`config.mk`:
```
export PLATFORM = sky130hd
export DESIGN_NAME = ohm_queue
export DESIGN_NICKNAME = d
export VERILOG_FILES = /design/src/rtl/core/ohm_pkg.sv /design/src/rtl/core/ohm_queue.sv
export SDC_FILE = /design/constraint.sdc
export NUM_CORES = 1
export LEC_CHECK = 0
export BUFFER_PORTS_ARGS = -buffer_cell sky130_fd_sc_hd__buf_2
export CORE_UTILIZATION = 35
export DETAILED_ROUTE_END_ITERATION = 12
export GPL_TIMING_DRIVEN = 1
export PLACE_DENSITY = 0.69
export SETUP_SLACK_MARGIN = 0.3
export SYNTH_ARGS = -nofsm -noshare
export SYNTH_HDL_FRONTEND = slang
export SYNTH_SLANG_ARGS = --single-unit
```
`constraint.sdc`:
```
create_clock -name clk_i -period 12.75 [get_ports clk_i]
set_clock_uncertainty 0.15 [all_clocks]
set_input_delay 1.9125 -clock clk_i [delete_from_list [all_inputs] [get_ports clk_i]]
set_output_delay 1.9125 -clock clk_i [all_outputs]
set_load 0.03 [all_outputs]
```
`src/rtl/core/ohm_pkg.sv`:
```
// Shared types and constants for the ordered hash map unit.
// No dependencies.
package ohm_pkg;

  localparam int unsigned SLOTS = 64;
  localparam int unsigned IW    = $clog2(SLOTS);
  localparam int unsigned CW    = $clog2(SLOTS + 1);
  localparam logic [27:0] HASH_MUL = 28'h45d9f3b;

  typedef enum logic [1:0] {
    OP_GET  = 2'd0,
    OP_SET  = 2'd1,
    OP_DEL  = 2'd2,
    OP_WALK = 2'd3
  } op_e;

  typedef enum logic [2:0] {
    STS_OK        = 3'd0,
    STS_NOT_FOUND = 3'd1,
    STS_READONLY  = 3'd2,
    STS_STATIC    = 3'd3,
    STS_FULL      = 3'd4
  } status_e;

  typedef enum logic [1:0] {
    SL_EMPTY = 2'd0,
    SL_LIVE  = 2'd1,
    SL_TOMB  = 2'd2
  } slot_e;

  typedef enum logic [3:0] {
    BK_IDLE,
    BK_DISP,
    BK_PROBE_RD,
    BK_PROBE_CHK,
    BK_READ,
    BK_ACT,
    BK_LINK,
    BK_WALK_RD,
    BK_WALK_EMIT
  } back_e;

  typedef struct packed {
    logic [1:0]  operation;
    logic [31:0] key;
    logic [63:0] value;
    logic [7:0]  flags;
  } in_t;

  typedef struct packed {
    logic [2:0]  status;
    logic [31:0] key_out;
    logic [63:0] value_out;
    logic [7:0]  flags_out;
    logic [6:0]  entry_count;
    logic        last;
  } out_t;

  typedef struct packed {
    in_t           item;
    logic [IW-1:0] home;
  } job_t;

endpackage

```
`src/rtl/core/ohm_queue.sv`:
```
// Two-entry queue between front end and back end.
// Depends on ohm_pkg.
module ohm_queue import ohm_pkg::*; (
  input  logic clk_i,
  input  logic rst_ni,
  input  logic push_i,
  input  job_t job_i,
  output logic ready_o,
  input  logic pop_i,
  output logic valid_o,
  output job_t job_o
);

  job_t       mem_q [2];
  logic       wr_q, rd_q;
  logic [1:0] cnt_q;

  assign ready_o = (cnt_q != 2'd2);
  assign valid_o = (cnt_q != 2'd0);
  assign job_o   = mem_q[rd_q];

  always_ff @(posedge clk_i or negedge rst_ni) begin
    if (!rst_ni) begin
      wr_q  <= 1'b0;
      rd_q  <= 1'b0;
      cnt_q <= 2'd0;
    end else begin
      if (push_i) wr_q <= ~wr_q;
      if (pop_i) rd_q <= ~rd_q;
      cnt_q <= cnt_q + 2'(push_i) - 2'(pop_i);
    end
  end

  always_ff @(posedge clk_i) begin
    if (push_i) mem_q[wr_q] <= job_i;
  end

endmodule

```
==> results by group, run 1 <==
Detailed routing
  – Wire per inst: 16.8 um
  – Drc violations: 0
  – WL final: 15.9 mm
  – DR iter-0 viols: 195
  – DR vias: 4247
  – First-pass DRT Iterations: 4
  – Vias per cell: 4.49
  – Detail Route Antenna Nets: 0

Power
  – Power per cell area: 242 nW/um^2
  – Peak VDD IR: 0.000145 V
  – Register share of total power: 0.418
  – Clock share of power: 0.236
  – Combinational Power Share: 0.346
  – NetSw: 892 uW
  – Sw frac: 0.343
  – Leakage: 4.21 nW
  – Pint: 1.71 mW
  – Total Power: 2.60 mW

Clock network
  – Post-CTS Setup Inserts: 0
  – H-Tree Depth: 1
  – Post-cts sizing count: 0
  – CTS Hold Bufs: 0
  – Worst skew pair latency: 0.50 ns
  – Clk pin slew, worst setup/hold paths: 0.06 ns
  – CTS root buffer: clkbuf_16
  – CTS buffer count: 23
  – CTS sink cnt: 228
  – CTS Buffer Depth: 3
  – CTS tree: built

Setup path
  – Critical path type: reg -> out
  – Crit-path leading delay family: flip-flops
  – Worst EP required: 10.69 ns
  – CP cell instances: buf_4 -> mux2_2 -> buf_2
  – Slowest CP cell: dfrtp_4
  – Critical Path AT: 3.12 ns
  – CP max stage delay: 1.19 ns
  – Nature of the critical path endpoint: output port
  – CP bufs+invs: 2
  – Startpoint Class: register
  – Crit-path max FO: 74

Yosys
  – Yosys cell types: 15
  – Mean Syn Cell Area: 23.6 sq um
  – Area leader, netlist: edfxtp_1
  – Sequential-to-total area share from yosys stat: 0.796
  – Yosys warns: 0
  – Post-synthesis register bit count: 228
  – Net Count, Synth: 482
  – Synthesized instance count: 364
  – Syn Std Cell Area: 8570 sq um
  – Synth top area cells: edfxtp_1 (78%), mux2_4 (12%), mux2_2 (5.5%)
  – Area share of the largest cell type after synthesis: 0.784

Cells and area
  – Area of the multi-input gates: 1630 sq um
  – Final net count: 727
  – Most frequent cells in the layout: buf_2 (229), edfxtp_1 (224), mux2_4 (70)
  – Share of cells above drive strength 1: 0.602
  – Layout area overhead: 25.1%
  – Storage element area: 6830 sq um
  – Final Cell Area: 10700 sq um
  – Commonest non-fill, non-tap cell in the layout: buf_2
  – Final Instance Count excl. Fillers: 946
  – Filler Cell Count: 2032

Global route
  – Total GRT Usage: 0.122
  – Remaining Overflow, GRT: 0
  – Pin count of the biggest net entering global routing: 83
  – Vias in the first global route: 4520
  – First-pass GRT wire length: 23.3 mm
  – Initial antenna violation count: 1

Timing
  – RSZ-0062 raised after global routing: false
  – Total count of hold-check failures in the final report: 0
  – Slew Viols, Final: 0
  – Tcrit/Tclk final: 0.407
  – Least-Margin Pin Slew: 1.18 ns
  – Relative slew slack: 0.216
  – Final min period: 5.18 ns
  – F_max: 193 MHz
  – Slack of the critical path: 7.57 ns
  – Setup TNS: 0 ns
  – Setup violators final: 0

Place
  – Cell Area, Placed: 10000 sq um
  – Setup WS pre-CTS: 8.08 ns
  – Placer Congestion: 0.727
  – Placed Cells: 903
  – PortBufs: 229
  – Dpl hpwl: 10.4 mm

Worst hold path
  – Worst Hold Class: reg -> reg

Die
  – Die W: 159 um
  – Die area: 25100 sq um
  – IO Pins: 230
  – # rows: 56
  – Initial core utilization: 0.361
  – CORE AREA: 23800 sq um
  – Chip height: 159 um

Outcome
  – Status: completed

Flow run
  – Max-cap violations: 0
## state kept, by name, indices dropped and copies added (netlist names)
name and flops:
wr_q 1, mem_q 224, cnt_q 2, rd_q 1
## cell type report
class                           instances  share of cell area
Sequential cell                       228               0.637
Tap cell                              319              0.0372
Clock inverter                         10             0.00677
Inverter                                2            0.000700
Antenna cell                            1            0.000233
Multi-Input combinational cell        121               0.152
Clock buffer                           32              0.0568
Timing Repair Buffer                  233               0.110
## kinds of logic after synthesis
group	synth area share
flip-flops	0.796
multiplexers	0.178
buffers and inverters	0.0155
AND/OR/NAND/NOR	0.00292
XOR/XNOR	0.00482
adder cells (fa/ha/maj)	0.00292
## cells in the mapped netlist
cell type / instances
buf_2: 4
xor2_1: 2
mux2_2: 42
edfxtp_1: 224
buf_6: 8
nor2b_1: 1
and2_1: 1
inv_1: 2
mux2_4: 70
ha_1: 2
xor3_1: 1
dfrtp_1: 4
buf_8: 1
nand2b_1: 1
or2_2: 1
## power by group through the flow
stage	registers (mW)	clock network [mW]	logic, mW
floorplan	1.06	0	0.753
global placement	1.09	0	0.901
detailed placement	1.11	0	0.910
CTS	1.09	0.635	0.913
global route	1.10	0.661	0.950
finish	1.09	0.613	0.899
## path summary, 6_finish.rpt
| kind | startpoint | endpoint | slack [ns] | depth (start not counted) |
|---|---|---|---|---|
| min in group asynchronous | rst_ni | rd_q$_DFFE_PN0P_ | 1.06 | 1 |
| worst max register to register | wr_q$_DFFE_PN0P_ | mem_q[0][22]$_DFFE_PP_ | 10.27 | 3 |
| worst min register to register | wr_q$_DFFE_PN0P_ | wr_q$_DFFE_PN0P_ | 0.39 | 1 |
| max in group asynchronous | rst_ni | rd_q$_DFFE_PN0P_ | 11.25 | 1 |
| worst max-delay path | rd_q$_DFFE_PN0P_ | job_o[1] | 7.57 | 3 |
| worst min-delay path | wr_q$_DFFE_PN0P_ | wr_q$_DFFE_PN0P_ | 0.39 | 1 |
## through the flow
stage                      util  hold WS [ns]
after global routing      0.451         0.432
final                     0.451         0.395
after global placement    0.423         0.385
after CTS                 0.451         0.405
after floorplan               -         0.305
after detailed placement  0.423         0.393
## per-layer routing
layer | up-vias | track usage | routed length (um)
met5 | - | 0 | 0
met4 | 0 | 0.0417 | 453
met3 | 33 | 0.0340 | 1200
met2 | 173 | 0.219 | 7970
met1 | 2101 | 0.138 | 6270
li1 | 1940 | - | -
No activity file was read; power rests on OpenSTA's default activity.
==> inputs of run 2 (changes only) <==
ABC_AREA = 1   (was unset)
clock period = 5.4 ns   (was 12.75 ns; I/O delays follow)
==> run 2 against run 1 <==
Effect of this change: hold slack got worse by 0.063 ns; register-to-register slack got worse by 7.2 ns; worst setup slack got worse by 5.4 ns; non-clock buffer count is 3 higher; cell area up 0.75%; flip-flop and latch count did not move; via count up 21%; critical path depth unchanged; synthesized cell count increased by 68%; power grew 140%; critical path type unchanged; first-iteration DRC count is 52% higher.
==> results by group, run 2 <==
Outcome
  – Status: completed

Cells and area
  – Final net count: 964
  – Layout area overhead: 24.1%
  – Largest registers: mem_q: 224 flops, cnt_q: 2 flops
  – Filler Cell Count: 2198
  – Commonest non-fill, non-tap cell in the layout: buf_2
  – Area of the multi-input gates: 1220 sq um
  – Largest register FFs: 224
  – Share of cells above drive strength 1: 0.359
  – Final Instance Count excl. Fillers: 1184
  – Largest register by flop count: mem_q
  – Storage element area: 6830 sq um
  – Most frequent cells in the layout: buf_2 (229), edfxtp_1 (224), nand2_1 (120)

Detailed routing
  – Vias per cell: 4.34
  – WL final: 16.2 mm
  – DR iter-0 viols: 297
  – Wire per inst: 13.7 um
  – Drc violations: 0
  – DR vias: 5136
  – Detail Route Antenna Nets: 0
  – First-pass DRT Iterations: 4

Setup path
  – Critical Path AT: 2.28 ns
  – Nature of the critical path endpoint: output port
  – CP bufs+invs: 2
  – Crit-path max FO: 130
  – CP cell instances: buf_12 -> o21ai_0 -> buf_2
  – CP max stage delay: 0.67 ns
  – Slowest CP cell: dfrtp_4
  – Worst EP required: 4.44 ns
  – Critical path type: reg -> out
  – Crit-path leading delay family: flip-flops
  – Startpoint Class: register

Clock network
  – Worst skew pair latency: 0.51 ns
  – CTS sink cnt: 228
  – CTS Buffer Depth: 3
  – CTS buffer count: 23
  – H-Tree Depth: 1
  – Post-CTS Setup Inserts: 0
  – CTS root buffer: clkbuf_16
  – CTS tree: built
  – Clk pin slew, worst setup/hold paths: 0.06 ns

Die
  – Chip height: 160 um
  – Die area: 25500 sq um
  – Die W: 160 um
  – # rows: 57
  – CORE AREA: 24400 sq um
  – Initial core utilization: 0.357
  – IO Pins: 230

Yosys
  – Synthesized instance count: 610
  – Net Count, Synth: 728
  – Yosys cell types: 16
  – Yosys warns: 0
  – Syn Std Cell Area: 8710 sq um
  – Top-count cell post-synth: edfxtp_1
  – EDFF count, synth: 224
  – Area leader, netlist: edfxtp_1
  – Area share of the largest cell type after synthesis: 0.772
  – Sequential-to-total area share from yosys stat: 0.784
  – Post-synthesis register bit count: 228
  – Async SR Flop Fraction: 0.0175
  – Mean Syn Cell Area: 14.3 sq um
  – Synth top area cells: edfxtp_1 (77%), nand2_1 (5.2%), inv_1 (5.1%)
  – Prevailing post-synth register cell: edfxtp_1
  – Post-synth top cells: edfxtp_1 (224), nand2_1 (120), inv_1 (119), o21ai_0 (65), o21ai_2 (40)

Power
  – Peak VDD IR: 0.000366 V
  – Power per cell area: 576 nW/um^2
  – Leakage: 4.58 nW

Worst hold path
  – Worst Hold Class: in -> reg

Timing
  – Setup violators final: 0
  – Total count of hold-check failures in the final report: 0
  – Least-Margin Pin Slew: 0.993 ns
  – RSZ-0062 raised after global routing: false
  – Tcrit/Tclk final: 0.600
  – Setup TNS: 0 ns
  – Final min period: 3.24 ns
  – Relative slew slack: 0.336
  – Slew Viols, Final: 0
  – F_max: 309 MHz

Global route
  – Pin count of the biggest net entering global routing: 131
  – Total GRT Usage: 0.125
  – Remaining Overflow, GRT: 0
  – Initial antenna violation count: 2
  – Vias in the first global route: 4857
  – First-pass GRT wire length: 25.2 mm

Place
  – Placer Congestion: 0.700
  – Dpl hpwl: 10.6 mm
  – Placed Cells: 1144
  – PortBufs: 229

Flow run
  – Max-cap violations: 0
run 2: cell count changes after synthesis, moves of 3 or more:
| cell | change |
|---|---|
| buf_4 | +3 |
| buf_2 | -3 |
| buf_6 | +6 |
| clkbuf_1 | +6 |
| mux2_2 | -42 |
| o21ai_0 | +65 |
| nand2_1 | +120 |
| mux2_4 | -70 |
| inv_1 | +117 |
| o21ai_2 | +40 |
| o21ai_1 | +7 |
run 2: layout make-up:
cell class              instances  share of cell area
diodes                          1            0.000232
repair buffers                236               0.114
clock buffers                  26              0.0543
flip-flops and latches        228               0.632
multi-input cells             238               0.113
inverters                     119              0.0416
well taps                     324              0.0375
clock inverters                12             0.00764
run 2: where the power goes:
group	switching, mW	leakage [nW]	internal, mW
registers	0.113	2.15	2.35
clock network	0.613	0.333	0.820
logic	1.75	2.10	0.578
run 2: per-stage QoR:
stage               power, mW  area, sq um  hold WS (ns)  worst slack (ns)  utilization
CTS                      6.32        10800         0.300              2.14        0.443
detailed placement       4.87        10100         0.392              2.50        0.415
finish                   6.22        10800         0.332              2.16        0.443
global route             6.55        10800         0.311              1.95        0.443
global placement         4.83        10100         0.394              2.55        0.415
floorplan                4.29         8710         0.331              1.08            -
run 2: logic make-up (layout without fill, tap and decap cells):
logic type | Yosys count | after routing | synth area share
xor gates and xnor gates | 2 | 2 | 0.00201
DFF | 228 | 228 | 0.784
other | 0 | 1 | 0
adders and majority gates | 2 | 2 | 0.00287
and+or+nand+nor | 122 | 122 | 0.0527
buffers and inverters | 144 | 393 | 0.0769
AOI/OAI and AO/OA | 112 | 112 | 0.0816
run 2: repair_timing:
action	4_1_cts	5_1_grt
endpoints found under the hold margin	4	0
hold buffers	1	0
gates resized for setup	0	0
run 2: layer usage:
metal | track usage | part of all wire | vias to the layer above
li1 | - | - | 2535
met5 | 0 | 0.00080 | -
met4 | 0.0420 | 0.023 | 2
met3 | 0.0416 | 0.090 | 32
met1 | 0.151 | 0.41 | 2390
met2 | 0.209 | 0.47 | 177
run 2: final timing paths:
check,start,end,slack (ns),cells past startpoint
max in group asynchronous,rst_ni,rd_q$_DFFE_PN0P_,4.45,2
min reg2reg,wr_q$_DFFE_PN0P_,wr_q$_DFFE_PN0P_,0.41,1
min,job_i[17],mem_q[1][17]$_DFFE_PP_,0.33,1
max reg2reg,wr_q$_DFFE_PN0P_,mem_q[0][43]$_DFFE_PP_,3.09,2
min in group asynchronous,rst_ni,cnt_q[1]$_DFF_PN0_,0.50,2
max,rd_q$_DFFE_PN0P_,job_o[104],2.16,3
run 2: worst reg2reg max path, stage by stage, from the launching register on:
cell and delay [ns]:
dfrtp_1 0.43, nor2_4 0.79, buf_4 0.54
