**src/rtl/core/ohm_pkg.sv**
```systemverilog
// Shared types and constants for the ordered hash map unit.
// No dependencies.
package ohm_pkg;

  localparam int unsigned SLOTS = 64;
  localparam int unsigned IW    = $clog2(SLOTS);
  localparam int unsigned CW    = $clog2(SLOTS + 1);
  localparam logic [27:0] HASH_MUL = 28'h45d9f3b;

  typedef enum logic [1:0] {
    OP_GET  = 2'd0,
    OP_SET  = 2'd1,
    OP_DEL  = 2'd2,
    OP_WALK = 2'd3
  } op_e;

  typedef enum logic [2:0] {
    STS_OK        = 3'd0,
    STS_NOT_FOUND = 3'd1,
    STS_READONLY  = 3'd2,
    STS_STATIC    = 3'd3,
    STS_FULL      = 3'd4
  } status_e;

  typedef enum logic [1:0] {
    SL_EMPTY = 2'd0,
    SL_LIVE  = 2'd1,
    SL_TOMB  = 2'd2
  } slot_e;

  typedef enum logic [3:0] {
    BK_IDLE,
    BK_DISP,
    BK_PROBE_RD,
    BK_PROBE_CHK,
    BK_READ,
    BK_ACT,
    BK_LINK,
    BK_WALK_RD,
    BK_WALK_EMIT
  } back_e;

  typedef struct packed {
    logic [1:0]  operation;
    logic [31:0] key;
    logic [63:0] value;
    logic [7:0]  flags;
  } in_t;

  typedef struct packed {
    logic [2:0]  status;
    logic [31:0] key_out;
    logic [63:0] value_out;
    logic [7:0]  flags_out;
    logic [6:0]  entry_count;
    logic        last;
  } out_t;

  typedef struct packed {
    in_t           item;
    logic [IW-1:0] home;
  } job_t;

endpackage

```
**src/rtl/core/ohm_front.sv**
```systemverilog
// Front end: accepts request beats and computes the home slot in two stages.
// Depends on ohm_pkg.
module ohm_front import ohm_pkg::*; (
  input  logic clk_i,
  input  logic rst_ni,
  input  logic in_valid_i,
  output logic in_stall_o,
  input  in_t  in_item_i,
  output logic push_o,
  output job_t job_o,
  input  logic ready_i
);

  logic          s1_vld_q;
  in_t           s1_item_q;
  logic [31:0]   s1_mix_q;
  logic          s2_vld_q;
  in_t           s2_item_q;
  logic [IW+15:0] s2_prod_q;
  logic [59:0]   prod_full;
  logic          s1_go, s2_go, take;

  assign prod_full  = 60'(s1_mix_q) * 60'(HASH_MUL);
  assign s2_go      = s2_vld_q & ready_i;
  assign s1_go      = s1_vld_q & (~s2_vld_q | s2_go);
  assign in_stall_o = s1_vld_q & ~(~s2_vld_q | s2_go);
  assign take       = in_valid_i & ~in_stall_o;

  assign push_o        = s2_go;
  assign job_o.item    = s2_item_q;
  assign job_o.home    = s2_prod_q[IW-1:0] ^ s2_prod_q[IW+15:16];

  always_ff @(posedge clk_i or negedge rst_ni) begin
    if (!rst_ni) begin
      s1_vld_q <= 1'b0;
      s2_vld_q <= 1'b0;
    end else begin
      if (take) s1_vld_q <= 1'b1;
      else if (s1_go) s1_vld_q <= 1'b0;
      if (s1_go) s2_vld_q <= 1'b1;
      else if (s2_go) s2_vld_q <= 1'b0;
    end
  end

  always_ff @(posedge clk_i) begin
    if (take) begin
      s1_item_q <= in_item_i;
      s1_mix_q  <= in_item_i.key ^ {16'b0, in_item_i.key[31:16]};
    end
    if (s1_go) begin
      s2_item_q <= s1_item_q;
      s2_prod_q <= prod_full[IW+15:0];
    end
  end

endmodule

```
**config.mk**
```make
export PLATFORM = sky130hd
export DESIGN_NAME = ohm_front
export DESIGN_NICKNAME = d
export VERILOG_FILES = /design/src/rtl/core/ohm_pkg.sv /design/src/rtl/core/ohm_front.sv
export SDC_FILE = /design/constraint.sdc
export NUM_CORES = 1
export LEC_CHECK = 0
export BUFFER_PORTS_ARGS = -buffer_cell sky130_fd_sc_hd__buf_2
export CAP_MARGIN = 20
export CELL_PAD_IN_SITES_DETAIL_PLACEMENT = 0
export CELL_PAD_IN_SITES_GLOBAL_PLACEMENT = 1
export CORE_UTILIZATION = 45
export CTS_BUF_LIST = sky130_fd_sc_hd__clkbuf_8
export DETAILED_ROUTE_END_ITERATION = 12
export PLACE_DENSITY = 0.79
export SKIP_LAST_GASP = 1
export SYNTH_ARGS = -nofsm -noshare
export SYNTH_HDL_FRONTEND = slang
export SYNTH_SLANG_ARGS = --single-unit
```
**constraint.sdc**
```tcl
create_clock -name clk_i -period 13.4 [get_ports clk_i]
set_clock_uncertainty 0.1 [all_clocks]
set_input_delay 2.01 -clock clk_i [delete_from_list [all_inputs] [get_ports clk_i]]
set_output_delay 2.01 -clock clk_i [all_outputs]
set_load 0.05 [all_outputs]
```
==> impl_results.md, run 1 <==
- Status: finished with violations
- Failing checks: design-rule violations
- Post-CTS sizing: 0
- Final std cells w/o fill: roughly 1.4k
- GRT Overall Usage: 0.177
- Final hold viol count: 0
- Layout cells sized above 1: 0.274
- # hold bufs at CTS: 0
- Largest stage delay, worst path: 580 ps
- Total Routed Length: 23500 um
- CP bufs+invs: 6
- GP Congestion: between 0.8 and 0.9
- Worst rel slew slack: 0.397
- Clk root buf: clkbuf_8
- FMAX: 168 MHz
- R2R Path End: s2_prod_q[20]$_DFFE_PP_
- CTS H-tree lvls: 2
- DRC: 1
- WP data required: 13570 ps
- Fin crit period: slightly below 6000 ps
- WL/cell: 17.3 um
- Length of the first detailed-routing pass in iterations: 10
- Num ports: about 220
- FF+latch count, synth: about 240
- Yosys top cell area share: 0.594
- RSZ-0062 raised after global routing: no
- CTS sink cnt: ~240
- Post-synth EDFFs: between 200 and 250
- Nets: 1315
- Worst-path clk slew: roughly 60 ps
- Number of diodes: 0
- GR Overflow Total: 0
- Placed Instances: around 1.3k
- Most used DFF post-synth: edfxtp_1
- Mapped Avg Cell Area: around 17 um2
- Count of different cell masters after synthesis: 28
- Mapped cell area: ~0.012 mm2
- Worst path top cell family by delay: adder cells
- Final Cycle Share: 0.444
- Mapped Cells: 730
- Crit-path cells: inv_1 > fa_1 > fa_1 > inv_1 > ha_1 > inv_1 > fa_1 > inv_1 > fa_1 > fa_1 > inv_1 > fa_1 > inv_1 > ha_1 > a21oi_1 > nand2_1 > nor2_1 > a221oi_2 > xor2_1
- CP Depth: 19
- Site Rows: 59
- Share of flip-flops with an asynchronous set or reset: 0.00826
- Fin Setup TNS: 0 ps
- Largest net degree at the start of global routing: 70
- Die height: roughly 170 um
- Core ar.: between 0.02 and 0.03 mm2
- Port bufs: 223
- Clk Latency, worst-skew pair: 520 ps
- Max Fanout on Critical Path: 8
- Critical path class: flop to flop
- Startpoint Class: flop
- Worst r2r src: s1_mix_q[6]$_DFFE_PP_
- Num CTS Buffers: 38
- Setup repair bufs after CTS: 0
- Via/cell ratio: between 4 and 5
- Fin area: about 0.014 mm2
- Vias in the first global route: 6797
- Syn nets: approximately 1.1k
- CTS max path bufs: 3
- Worst-Margin Slew: just over 900 ps
- Sequential share of the synthesized area: 0.598
- First-pass GRT wire length: 36500 um
- Number of DRC markers in iteration 0: between 200 and 250
- Area after DPL: between 0.01 and 0.015 mm2
- Top cells by area, synth: edfxtp_1, fa_1, ha_1, inv_1, xor2_1
- Detail Route Antenna Nets: 0
- Fill count: about 2.2k
- CTS tree: yes
- Setup-failing EPs final: 0
- Layout area overhead: 18.6%
- Fin util: 0.547
- Cell taking the most area after synthesis: edfxtp_1
- Total die area: ~0.028 mm2
- Crit path DAT: 6120 ps
- Slowest-stage cell, CP: edfxtp_1
- Syn. warnings: 0
- Crit end category: flop
- Max Cap Viol: 0
- Min-delay worst type: flop to flop
- Worst reg2reg path depth: 19
- Crit path to: s2_prod_q[20]$_DFFE_PP_
- Die X: roughly 170 um
- Pins Over Slew Limit: 0
- Vias post-DR: ~6.3k
- Initial Util: 0.461
- Antenna violations before repair: 0
- Final HPWL DP: between 15000 and 20000 um
- R2R Setup Slk: between 7000 and 8000 ps
- Crit path from: s1_mix_q[6]$_DFFE_PP_
## layer usage
layer  global-route usage  routed length, um  vias to the layer above
li1                     -                  -                     3001
met4               0.0601                532                        0
met2                0.295              11400                      210
met5                    0                  0                        -
met3               0.0620               2010                       41
met1                0.214               9600                     3043
## stage by stage
stage	setup WS (ps)	hold slack, ps
global placement	7540	300
finish	7450	297
global route	7100	299
CTS	7400	284
floorplan	7830	300
detailed placement	7410	305
## area by class of cell
class | count | area, um2 | area share
timing repair buffer | 225 | 1130 | 0.0786
multi-input combinational | 331 | 4280 | 0.298
clock buffer | 40 | 551 | 0.0383
inverter | 157 | 589 | 0.0410
clock inverter | 25 | 150 | 0.0104
sequential | 242 | 7260 | 0.505
tap | 335 | 419 | 0.0291
## placed cells by master (no fill, tap or decap), drive strengths merged, types with 12 or more instances in the layout
| cell type | n |
|---|---|
| a21oi | 12 |
| buf | 225 |
| clkbuf | 40 |
| edfxtp | 240 |
| fa | 101 |
| ha | 109 |
| inv | 174 |
| xnor2 | 27 |
| xor2 | 35 |
## how the worst min path moves through the flow
stage	startpoint	endpoint	slack, ps	cells after the start
after floorplan	s1_item_q[94]$_DFFE_PP_	job_o[100]$_DFFE_PP_	300	0
after global placement	s1_item_q[38]$_DFFE_PP_	job_o[44]$_DFFE_PP_	300	0
after detailed placement	s1_item_q[35]$_DFFE_PP_	job_o[41]$_DFFE_PP_	300	0
after CTS	s1_item_q[58]$_DFFE_PP_	job_o[64]$_DFFE_PP_	280	0
after global routing	s1_item_q[58]$_DFFE_PP_	job_o[64]$_DFFE_PP_	300	0
final	s1_item_q[6]$_DFFE_PP_	job_o[12]$_DFFE_PP_	300	0
## logic make-up (layout without fill, tap and decap cells)
| group | count (synthesis) | after routing | synth area share |
|---|---|---|---|
| flops | 242 | 242 | 0.598 |
| fa+ha+maj | 210 | 210 | 0.279 |
| buf+inv | 157 | 447 | 0.0486 |
| xor+xnor | 62 | 62 | 0.0454 |
| compound gates | 32 | 32 | 0.0170 |
| simple gates | 27 | 27 | 0.0112 |
## synth_stat cells (3+ instances only)
cell      count
a21o_1        6
a21oi_1      12
and2_1        3
edfxtp_1    240
fa_1        101
ha_1        109
inv_1       157
nand2_1       6
nand2b_1      4
nor2_1        6
o21ai_0       6
xnor2_1      27
xor2_1       34
## sequential cells by signal, indices dropped and copies added, names as in the netlist
name / flops
job_o: 106
s1_item_q: 106
s1_mix_q: 16
s1_vld_q: 1
s2_prod_q: 12
s2_vld_q: 1
Power of run 1 is left out: the tool's default activity adds up to more than one toggle a clock period on the data nets, which glitch-free logic cannot reach.
==> run 2, diff against run 1 <==
==> constraint.sdc (replaced) <==
create_clock -name clk_i -period 5.7 [get_ports clk_i]
set_clock_uncertainty 0.1 [all_clocks]
set_input_delay 0.855 -clock clk_i [delete_from_list [all_inputs] [get_ports clk_i]]
set_output_delay 0.855 -clock clk_i [all_outputs]
set_load 0.05 [all_outputs]
==> impl_results.md, run 2 (same netlist as run 1, synthesis figures left out) <==
- Status: finished with violations
- Failing checks: design-rule violations
- R2R Setup Slk: ~120 ps
- Num CTS Buffers: 39
- Initial Util: 0.461
- Number of DRC markers in iteration 0: about 280
- Fin util: 0.558
- R2R Path End: s2_prod_q[21]$_DFFE_PP_
- Worst-Margin Slew: just under 700 ps
- Num ports: roughly 220
- Fin crit period: between 5000 and 6000 ps
- Die X: around 170 um
- Die height: roughly 170 um
- FMAX: roughly 180 MHz
- Port bufs: about 220
- Clk root buf: clkbuf_8
- Commonest non-fill, non-tap cell in the layout: edfxtp_1
- Detail Route Antenna Nets: 0
- WL/cell: between 15 and 20 um
- Site Rows: just under 60
- Cell depth of the worst min-delay path: 0
- Min-delay worst type: flop to flop
- Final hold viol count: 0
- Post-route setup slack: between 100 and 150 ps
- Final HPWL DP: 19200 um
- Largest net degree at the start of global routing: 55
- Worst reg2reg path depth: 17
- Most frequent cells in the layout: edfxtp_1, buf_2, inv_1, ha_1, fa_1
- Total Routed Length: 24200 um
- Nets: around 1.3k
- Worst hold start: s1_item_q[51]$_DFFE_PP_
- Fin area: about 0.015 mm2
- Via/cell ratio: around 4.6
- CTS H-tree lvls: 2
- Post-Place Worst Slack: ~40 ps
- Final Cycle Share: 0.979
- First-pass GRT wire length: around 38000 um
- CTS sink cnt: 242
- Crit path DAT: 5760 ps
- GP Congestion: approximately 0.85
- Max Cap Viol: 0
- Startpoint Class: flop
- Worst r2r src: s1_mix_q[9]$_DFFE_PP_
- Vias post-DR: 6397
- RSZ-0062 raised after global routing: yes
- CTS tree: yes
- Crit end category: flop
- Area after DPL: around 0.014 mm2
- Layout area overhead: 20.9%
- Worst-path clk slew: roughly 60 ps
- Worst hold margin: about 310 ps
- Worst rel slew slack: 0.539
- Setup-failing EPs final: 0
- Hold Path Sink: job_o[57]$_DFFE_PP_
- Number of diodes: 0
- Length of the first detailed-routing pass in iterations: 8
- Pins Over Slew Limit: 0
- DRC: 1
- GRT Overall Usage: 0.184
- Core ar.: between 0.02 and 0.03 mm2
- Max Fanout on Critical Path: 4
- Clk Latency, worst-skew pair: about 540 ps
- WP data required: 5890 ps
- CTS max path bufs: 3
- GR Overflow Total: 0
- Vias in the first global route: 6966
- Total die area: 0.0276 mm2
- Layout cells sized above 1: 0.297
- Antenna violations before repair: 1
- Critical path class: flop to flop
==> run 2: worst max-delay path by stage <==
stage / endpoint / slack (ps) / from / cells past startpoint
2_1_floorplan: s2_prod_q[21]$_DFFE_PP_ / 130 / s1_mix_q[6]$_DFFE_PP_ / 19
3_3_place_gp: s2_prod_q[21]$_DFFE_PP_ / 120 / s1_mix_q[7]$_DFFE_PP_ / 19
3_5_place_dp: s2_prod_q[21]$_DFFE_PP_ / 40 / s1_mix_q[7]$_DFFE_PP_ / 19
4_1_cts: s2_prod_q[21]$_DFFE_PP_ / 30 / s1_mix_q[7]$_DFFE_PP_ / 19
5_1_grt: s2_prod_q[21]$_DFFE_PP_ / -90 / s1_mix_q[10]$_DFFE_PP_ / 17
6_report: s2_prod_q[21]$_DFFE_PP_ / 120 / s1_mix_q[9]$_DFFE_PP_ / 17
==> run 2: per-layer routing <==
| layer | global-route usage | vias to the layer above | wire, um |
|---|---|---|---|
| li1 | - | 3043 | - |
| met1 | 0.219 | 3122 | 9820 |
| met2 | 0.314 | 207 | 11900 |
| met3 | 0.0679 | 23 | 2190 |
| met4 | 0.0471 | 2 | 272 |
| met5 | 0 | - | 13 |
==> run 2: worst max-delay path, cell delays in order (launching register included) <==
cell and delay, ps:
edfxtp_1 450, inv_1 150, fa_1 460, fa_1 550
inv_1 50, fa_1 490, inv_1 50, fa_1 520
fa_1 550, inv_1 50, fa_1 520, inv_1 60
fa_2 550, inv_1 40, ha_1 200, or2_2 310
o22ai_2 130, xnor2_1 90
==> run 2: timing repair <==
action | 4_1_cts | 5_1_grt
setup buffers | 0 | 2
hold buffers | 1 | 0
endpoints found under the setup margin | 0 | 4
resized for setup | 0 | 13
hold endpoints to repair | 2 | 0
==> run 2: final cells by class <==
class	count	area (um2)
flip-flops and latches	242	7260
clock inverters	29	225
fillers	2155	11600
well taps	335	419
clock buffers	39	537
repair buffers	246	1290
multi-input cells	331	4340
inverters	157	589
==> run 2: metrics by stage <==
stage	cells	TNS (ps)
4_1_cts	1377	0
3_5_place_dp	1308	0
2_1_floorplan	730	0
3_3_place_gp	1308	0
6_report	1379	0
5_1_grt	1379	-129
Power of run 2 is left out for the same reason.
==> run 3, diff against run 2 <==
--- a/config.mk
+++ b/config.mk
@@ -9,10 +9,12 @@
 export CAP_MARGIN = 20
 export CELL_PAD_IN_SITES_DETAIL_PLACEMENT = 0
 export CELL_PAD_IN_SITES_GLOBAL_PLACEMENT = 1
+export CORE_ASPECT_RATIO = 0.7
 export CORE_UTILIZATION = 45
 export CTS_BUF_LIST = sky130_fd_sc_hd__clkbuf_8
 export DETAILED_ROUTE_END_ITERATION = 12
 export PLACE_DENSITY = 0.79
+export RECOVER_POWER = 50
 export SKIP_LAST_GASP = 1
 export SYNTH_ARGS = -nofsm -noshare
 export SYNTH_HDL_FRONTEND = slang
==> impl_results.md, run 3 (same netlist as run 1, synthesis figures left out) <==
- Status: finished with violations
- Failing checks: max-capacitance violations, max-slew violations
- Setup-failing EPs final: 0
- Met1 Use GR: 0.284
- Total Routed Length: ~25000 um
- Largest net degree at the start of global routing: 61
- Worst-path clk slew: around 60 ps
- GR Overflow Total: 0
- Met3 Use GR: 0.0630
- Placed Instances: 1337
- Max Fanout on Critical Path: 4
- Die height: 139 um
- Num CTS Buffers: 36
- First-pass GRT wire length: 37800 um
- Number of DRC markers in iteration 0: around 310
- Final std cells w/o fill: 1413
- Length of the first detailed-routing pass in iterations: 5
- Crit path DAT: 5720 ps
- Num ports: about 220
- R2R Setup Slk: about 160 ps
- DRC: 0
- Vias post-DR: around 6.5k
- Clk root buf: clkbuf_8
- CTS H-tree lvls: 2
- GRT busiest layer: met1
- Final Cycle Share: 0.972
- Multi-input combinational cell area: about 0.0043 mm2
- FMAX: 180 MHz
- Number of diodes: 0
- Register area: slightly above 0.007 mm2
- Final HPWL DP: 20200 um
- Critical path class: flop to flop
- GRT Overall Usage: 0.187
- Cell depth of the worst min-delay path: 0
- Met2 Usage GRT: 0.253
- Total die area: 0.0276 mm2
- Site Rows: 49
- Commonest non-fill, non-tap cell in the layout: edfxtp_1
- Worst-Margin Slew: about 3900 ps
- Clk Latency, worst-skew pair: approximately 530 ps
- Max Cap Viol: 2
- Min-delay worst type: flop to flop
- Detail Route Antenna Nets: 0
- CTS max path bufs: 3
- Via/cell ratio: ~4.6
- RSZ-0062 raised after global routing: yes
- WP data required: roughly 5900 ps
- Post-route setup slack: approximately 160 ps
- Initial Util: 0.465
- Worst r2r src: s1_mix_q[13]$_DFFE_PP_
- Startpoint Class: flop
- CTS sink cnt: ~240
- Final hold viol count: 0
- Worst hold margin: between 300 and 400 ps
- Crit end category: flop
- Vias in the first global route: about 6.6k
- Worst reg2reg path depth: 17
- Fin crit period: about 5500 ps
- CTS tree: yes
- Die X: slightly below 200 um
- Pins Over Slew Limit: 100
- Worst rel slew slack: -1.57
- Most frequent cells in the layout: edfxtp_1, buf_2, inv_1, ha_1, fa_1
- Fill count: around 2.1k
- Port bufs: approximately 220
- GP Congestion: ~0.90
- WL/cell: 17.7 um
- R2R Path End: s2_prod_q[20]$_DFFE_PP_
- Core ar.: 0.0261 mm2
- Hold Path Sink: job_o[23]$_DFFE_PP_
- Antenna violations before repair: 0
- Worst hold start: s1_item_q[17]$_DFFE_PP_
- Fin util: 0.564
- Layout area overhead: 21.3%
- Nets: about 1.4k
- Layout cells sized above 1: 0.275
- Post-Place Worst Slack: -229 ps
[run 3: worst max-delay path, cell delays in order (launching register included)]
cell and delay, ps:
edfxtp_1 440, buf_4 180, ha_1 330, fa_1 510, inv_1 50, fa_1 460
fa_1 490, fa_1 570, fa_1 430, fa_1 490, inv_1 40, ha_1 320
a21o_1 190, a21oi_1 250, nand2_1 80, nor2_1 130, a221oi_2 80, xor2_1 150
[run 3: stage by stage]
stage | TNS, ps | cell area (um2)
after floorplan | 0 | 12100
after global placement | -186 | 13900
after detailed placement | -229 | 13900
after CTS | 0 | 14600
after global routing | -64.2 | 14700
final | 0 | 14700
[run 3: final cells by class]
class,count,area share
Inverter,157,0.0401
Clock inverter,24,0.0113
Multi-Input combinational cell,331,0.296
Clock buffer,38,0.0356
Tap cell,357,0.0304
Sequential cell,242,0.494
Timing Repair Buffer,264,0.0936
[run 3: routing by layer]
| layer | vias to the layer above | wire length [um] |
|---|---|---|
| met5 | - | 0 |
| met3 | 37 | 1920 |
| met1 | 3151 | 12300 |
| met2 | 197 | 10400 |
| li1 | 3070 | - |
| met4 | 0 | 487 |
[run 3: how the worst max path moves through the flow]
stage,start,cells after the start,endpoint,slack (ps)
floorplan,s1_mix_q[6]$_DFFE_PP_,19,s2_prod_q[21]$_DFFE_PP_,130
global placement,s1_mix_q[9]$_DFFE_PP_,18,s2_prod_q[21]$_DFFE_PP_,-190
detailed placement,s1_mix_q[9]$_DFFE_PP_,18,s2_prod_q[21]$_DFFE_PP_,-230
CTS,s1_mix_q[8]$_DFFE_PP_,19,s2_prod_q[21]$_DFFE_PP_,20
global route,s1_mix_q[8]$_DFFE_PP_,19,s2_prod_q[21]$_DFFE_PP_,-30
finish,s1_mix_q[13]$_DFFE_PP_,17,s2_prod_q[20]$_DFFE_PP_,160
[run 3: repair_timing]
item / CTS / global route
setup buffers: 1 / 12
hold buffers: 1 / 0
gates resized for setup: 4 / 12
pin swaps: 4 / 13
endpoints found under the setup margin: 1 / 3
hold endpoints to repair: 2 / 0
Power of run 3 is left out for the same reason.
